`config.mk`:
```
export PLATFORM = sky130hd
export DESIGN_NAME = rmth_controller
export DESIGN_NICKNAME = d
export VERILOG_FILES = /design/src/design/rmth_pkg.sv /design/src/design/rmth_controller.sv
export VERILOG_INCLUDE_DIRS = /design/src /design/src/design
export SDC_FILE = /design/constraint.sdc
export NUM_CORES = 1
export LEC_CHECK = 0
export BUFFER_PORTS_ARGS = -buffer_cell sky130_fd_sc_hd__buf_2
export CAP_MARGIN = 25
export CORE_MARGIN = 1
export CORE_UTILIZATION = 59
export CTS_CLUSTER_SIZE = 24
export DETAILED_ROUTE_END_ITERATION = 6
export GPL_ROUTABILITY_DRIVEN = 0
export HOLD_SLACK_MARGIN = 0.02
export PLACE_DENSITY = 0.94
export REMOVE_ABC_BUFFERS = 1
export SYNTH_ARGS = -nofsm -noshare
export SYNTH_HDL_FRONTEND = slang
export SYNTH_SLANG_ARGS = --single-unit
```
`constraint.sdc`:
```
create_clock -name clk -period 2.98 [get_ports clk]
set_input_delay 0.745 -clock clk [delete_from_list [all_inputs] [get_ports clk]]
set_output_delay 0.745 -clock clk [all_outputs]
set_load 0.03 [all_outputs]
```
`src/design/assert_macros.svh`:
```
// Assertion helpers shared by the running median block.
// Each macro expects clk and rst_n in the scope where it is used.
`ifndef ASSERT_MACROS_SVH
`define ASSERT_MACROS_SVH

// Same-cycle implication, checked outside reset.
`define RMTH_ASSERT_IMP(label, ante, cons) \
  label: assert property (@(posedge clk) disable iff (!rst_n) (ante) |-> (cons)) \
    else $error("running median check failed");

// Next-cycle implication, checked outside reset.
`define RMTH_ASSERT_NXT(label, ante, cons) \
  label: assert property (@(posedge clk) disable iff (!rst_n) (ante) |=> (cons)) \
    else $error("running median check failed");

`endif

```
`src/design/rmth_pkg.sv`:
```
`timescale 1ns / 1ps

package rmth_pkg;

  // Default sizes of the block.
  localparam int HEAP_DEPTH_DEF = 1024;
  localparam int DATA_WIDTH_DEF = 32;
  localparam int SAMPLE_W       = 32;

  // Where a pushed value comes from.
  typedef enum logic [1:0] {
    SRC_SAMPLE,
    SRC_LTOP,
    SRC_UTOP
  } src_t;

  // Micro-operations the datapath executes for the controller.
  typedef enum logic [3:0] {
    DP_NOP,
    DP_LOAD,
    DP_PUSH_INIT,
    DP_PUSH_STEP,
    DP_PUSH_CMP,
    DP_POP_INIT,
    DP_POP_LAST,
    DP_POP_CHK,
    DP_POP_L,
    DP_POP_R,
    DP_FINISH
  } dp_op_t;

  // One heap operation of an item's plan.
  typedef struct packed {
    logic is_pop;
    logic upper;
    src_t src;
  } plan_t;

  // Command from controller to datapath.
  typedef struct packed {
    dp_op_t op;
    logic   upper;
    src_t   src;
    logic   ovf;
  } dp_cmd_t;

  // Status from datapath to controller.
  typedef struct packed {
    logic eq;
    logic lgt;
    logic greater;
    logic full;
    logic done;
    logic r_in;
  } dp_stat_t;

endpackage

```
`src/design/rmth_controller.sv`:
```
`timescale 1ns / 1ps
`include "assert_macros.svh"

module rmth_controller (
  input  logic               clk,
  input  logic               rst_n,
  input  logic               start,
  output logic               busy,
  output rmth_pkg::dp_cmd_t  cmd,
  input  rmth_pkg::dp_stat_t stat
);

  import rmth_pkg::*;

  typedef enum logic [3:0] {
    S_IDLE,
    S_DECIDE,
    S_OPSTART,
    S_PUSH_STEP,
    S_PUSH_CMP,
    S_POP_LAST,
    S_POP_CHK,
    S_POP_L,
    S_POP_R,
    S_FINISH
  } state_t;

  state_t     state_r, state_nxt;
  plan_t      plan_r [3];
  plan_t      plan_nxt [3];
  logic [1:0] nops_r, nops_nxt;
  logic [1:0] cur_r, cur_nxt;
  logic       ovf_r, ovf_nxt;
  state_t     after_op;

  // After an operation completes, start the next one or finish the item.
  assign after_op = ((cur_r + 2'd1) == nops_r) ? S_FINISH : S_OPSTART;
  assign busy     = (state_r != S_IDLE);

  // Next state, plan and command to the datapath.
  always_comb begin
    state_nxt = state_r;
    plan_nxt  = plan_r;
    nops_nxt  = nops_r;
    cur_nxt   = cur_r;
    ovf_nxt   = ovf_r;
    cmd.op    = DP_NOP;
    cmd.upper = plan_r[cur_r].upper;
    cmd.src   = plan_r[cur_r].src;
    cmd.ovf   = ovf_r;
    case (state_r)
      S_IDLE: begin
        if (start) begin
          cmd.op    = DP_LOAD;
          ovf_nxt   = 1'b0;
          cur_nxt   = 2'd0;
          state_nxt = S_DECIDE;
        end
      end
      S_DECIDE: begin
        state_nxt = S_OPSTART;
        if (stat.eq) begin
          // Equal sizes: the sample goes to one heap, or is dropped when full.
          if (stat.full) begin
            ovf_nxt   = 1'b1;
            nops_nxt  = 2'd0;
            state_nxt = S_FINISH;
          end else begin
            plan_nxt[0] = '{is_pop: 1'b0, upper: stat.greater, src: SRC_SAMPLE};
            nops_nxt    = 2'd1;
          end
        end else if (stat.lgt) begin
          if (stat.greater) begin
            plan_nxt[0] = '{is_pop: 1'b0, upper: 1'b1, src: SRC_SAMPLE};
            nops_nxt    = 2'd1;
          end else begin
            // Move the lower top across, then insert the sample below.
            plan_nxt[0] = '{is_pop: 1'b0, upper: 1'b1, src: SRC_LTOP};
            plan_nxt[1] = '{is_pop: 1'b1, upper: 1'b0, src: SRC_SAMPLE};
            plan_nxt[2] = '{is_pop: 1'b0, upper: 1'b0, src: SRC_SAMPLE};
            nops_nxt    = 2'd3;
          end
        end else begin
          if (stat.greater) begin
            // Move the upper top across, then insert the sample above.
            plan_nxt[0] = '{is_pop: 1'b0, upper: 1'b0, src: SRC_UTOP};
            plan_nxt[1] = '{is_pop: 1'b1, upper: 1'b1, src: SRC_SAMPLE};
            plan_nxt[2] = '{is_pop: 1'b0, upper: 1'b1, src: SRC_SAMPLE};
            nops_nxt    = 2'd3;
          end else begin
            plan_nxt[0] = '{is_pop: 1'b0, upper: 1'b0, src: SRC_SAMPLE};
            nops_nxt    = 2'd1;
          end
        end
      end
      S_OPSTART: begin
        if (plan_r[cur_r].is_pop) begin
          cmd.op    = DP_POP_INIT;
          state_nxt = S_POP_LAST;
        end else begin
          cmd.op    = DP_PUSH_INIT;
          state_nxt = S_PUSH_STEP;
        end
      end
      S_PUSH_STEP: begin
        cmd.op = DP_PUSH_STEP;
        if (stat.done) begin
          cur_nxt   = cur_r + 2'd1;
          state_nxt = after_op;
        end else begin
          state_nxt = S_PUSH_CMP;
        end
      end
      S_PUSH_CMP: begin
        cmd.op = DP_PUSH_CMP;
        if (stat.done) begin
          cur_nxt   = cur_r + 2'd1;
          state_nxt = after_op;
        end else begin
          state_nxt = S_PUSH_STEP;
        end
      end
      S_POP_LAST: begin
        cmd.op    = DP_POP_LAST;
        state_nxt = S_POP_CHK;
      end
      S_POP_CHK: begin
        cmd.op = DP_POP_CHK;
        if (stat.done) begin
          cur_nxt   = cur_r + 2'd1;
          state_nxt = after_op;
        end else begin
          state_nxt = S_POP_L;
        end
      end
      S_POP_L: begin
        cmd.op = DP_POP_L;
        if (stat.done) begin
          cur_nxt   = cur_r + 2'd1;
          state_nxt = after_op;
        end else if (stat.r_in) begin
          state_nxt = S_POP_R;
        end else begin
          state_nxt = S_POP_CHK;
        end
      end
      S_POP_R: begin
        cmd.op = DP_POP_R;
        if (stat.done) begin
          cur_nxt   = cur_r + 2'd1;
          state_nxt = after_op;
        end else begin
          state_nxt = S_POP_CHK;
        end
      end
      S_FINISH: begin
        cmd.op    = DP_FINISH;
        state_nxt = S_IDLE;
      end
      default: begin
        state_nxt = S_IDLE;
      end
    endcase
  end

  // State and plan registers.
  always_ff @(posedge clk) begin
    if (!rst_n) begin
      state_r <= S_IDLE;
      nops_r  <= 2'd0;
      cur_r   <= 2'd0;
      ovf_r   <= 1'b0;
    end else begin
      state_r <= state_nxt;
      nops_r  <= nops_nxt;
      cur_r   <= cur_nxt;
      ovf_r   <= ovf_nxt;
    end
    plan_r <= plan_nxt;
  end

  `RMTH_ASSERT_NXT(a_finish_to_idle, state_r == S_FINISH, state_r == S_IDLE)
  `RMTH_ASSERT_NXT(a_full_drops, state_r == S_DECIDE && stat.eq && stat.full,
                   state_r == S_FINISH && ovf_r)

endmodule

```
==> metrics.txt <==
outcome=finished with violations; failing checks=DRC; Die Y=43.8 um; Lkg Pwr=0.487 nW; Synth area leaders=dfxtp_1 (17%), edfxtp_1 (12%), ha_1 (4.8%), a21oi_1 (4.4%), nor2_1 (4.4%); Reg clk slew, reported paths=80 ps; Setup CP Type=reg -> out; CTS buffer count=3; vias in the first global route=897; CTS tree=built; sequential cell area fraction in the yosys report=29.1%; worst clock skew=3.14 ps; DRC=1; EDFF count, synth=4; CTS Hold Bufs=0; Clock Latency Late Sink=280 ps; Cell Area, Synth=0.00103 mm^2; count of final hold-check violations=0; CP Data Arrival Time=1820 ps; Worst Hold Class=reg -> reg; Fin Hold WS=470 ps; Inserted Diodes=0; Cell Count Post-Placement=150; Root Driver=clkbuf_4; CTS max path bufs=2; P per Cell Area=435 mW/mm^2; Routed WL per cell=15.1 um; Worst Setup Start Kind=register; worst vdd ir=0.320 mV; fin crit share=86.1%; WL final=2330 um; max-slew violation count=0; Synth cell types=47; die extent in x=43.8 um; Synth Area per Inst=8.19 um^2; CTS Sinks=13; routed vias=1012; Synth-to-Final Area Change=8.36%; actual slew at the worst max-slew pin=685 ps; remaining global-route overflow=0; Final Instance Count excl. Fillers=154; final setup vio count=0; top-count cell post-synth=nor2_1; setup_tns=0 ps; Rel. slew slack=54.3%; ratio of cells with drive above 1 in the final layout=19.6%; Synth top cells by count=nor2_1 (12), a21oi_1 (9), dfxtp_1 (9); die area=0.00192 mm^2; cell count after synthesis=126; Synth top area share=17.5%; Critical Path Fanout Max=23; R2R cell count=3; Peak Freq=390 MHz; Post-CTS Repair Setup Buffers=0; largest net degree at the start of global routing=24; vias per cell=6.57; Initial DRC Count=48; final cell utilization of the core=71.0%; input/output buffers=17; CP Capture Type=output pin; antenna violations before repair=0; PostCTS Resize Cnt=0; top cell type by total area after synthesis=dfxtp_1; hold path cells=2; area of the core=0.00158 mm^2; ys async rst share=0%; Multi-input gate area=653 um^2; GR Util All Layers=27.3%; Final nets=152; first-pass GRT wire length=3820 um; main flop type after synthesis=dfxtp_1; FF+latch area=300 um^2; minimum clock period=2560 ps; Seq cells post-synth=13; first drt pass iteration count=6; Initial Utilization=65.5%; maxcap violations=0; io pins=18; Antenna Violating Nets Remaining=0; H-tree depth=1; CP Data Required Time=2240 ps; row cnt=14; unrepaired setup endpoints after global routing=false; Layout fillers=122; HPWL after DPL=1720 um; Yosys Warn Count=0
## cells in the final DEF (no fill, tap or decap), types with 3 or more instances in the layout
cell | synthesis | layout
o31ai_1 | 3 | 3
nor2_1 | 12 | 12
nand2_1 | 6 | 6
o22ai_1 | 3 | 3
nor2b_1 | 3 | 3
buf_2 | 3 | 17
inv_1 | 7 | 7
a21oi_1 | 9 | 9
nand3_1 | 3 | 3
edfxtp_1 | 4 | 4
dfxtp_1 | 9 | 9
clkbuf_4 | 0 | 3
a211o_1 | 3 | 3
nand2b_1 | 7 | 7
ha_1 | 4 | 4
nor3b_1 | 3 | 3
o21ai_0 | 5 | 5
## area by class of cell
class                           instances  share of cell area, %
Clock buffer                            4                   2.35
Multi-Input combinational cell         96                   58.4
Inverter                                7                   2.35
Tap cell                               16                   1.79
Timing Repair Buffer                   18                   8.28
Sequential cell                        13                   26.8
## per-layer routing
layer	part of all wire [%]	vias up	global-route usage [%]
met5	0	-	0
met4	1.1	0	15.0
met3	9.2	4	5.00
met2	49	57	43.6
met1	40	461	34.5
li1	-	490	-
## worst max-delay path, cell delays in order (launching register included)
cell      delay, ps
dfxtp_1         770
nand2b_1        130
a311o_1         360
o21ai_0          60
buf_2           210
## power breakdown
part / switching, mW / total [mW] / leakage, nW / internal [mW]
registers: 0.0184 / 0.214 / 0.111 / 0.196
logic: 0.0989 / 0.159 / 0.362 / 0.0603
clock network: 0.0609 / 0.113 / 0.0150 / 0.0521
total: 0.178 / 0.487 / 0.487 / 0.308
## metrics by stage
stage          total power [mW]  instance area, um^2  setup WS (ps)
6_report                  0.487                 1120            416
5_1_grt                   0.516                 1120            253
4_1_cts                   0.491                 1120            408
3_5_place_dp              0.375                 1090            656
3_3_place_gp              0.369                 1090            700
2_1_floorplan             0.329                  980            669
## path summary, 6_finish.rpt
check             start        end  slack [ps]
max          state_r[1]     cmd[5]         420
min           nops_r[0]  nops_r[0]         470
max reg2reg  state_r[0]  plan_r[9]         960
min reg2reg   nops_r[0]  nops_r[0]         470
## sequential cells by signal, summed over array words and instances (netlist names)
name,flops
ovf_r,1
cur_r,2
plan_r,4
nops_r,2
state_r,4
## logic make-up (layout without fill, tap and decap cells)
logic type	count (synthesis)	in the layout	synth area share [%]
and+or+nand+nor	49	49	28.2
AOI/OAI and AO/OA	39	39	26.4
buffers and inverters	17	29	7.64
DFF	13	13	29.1
adders and majority gates	4	4	4.85
xor gates and xnor gates	2	2	1.70
muxes	2	2	2.06
(Power assumes the default switching activity.)
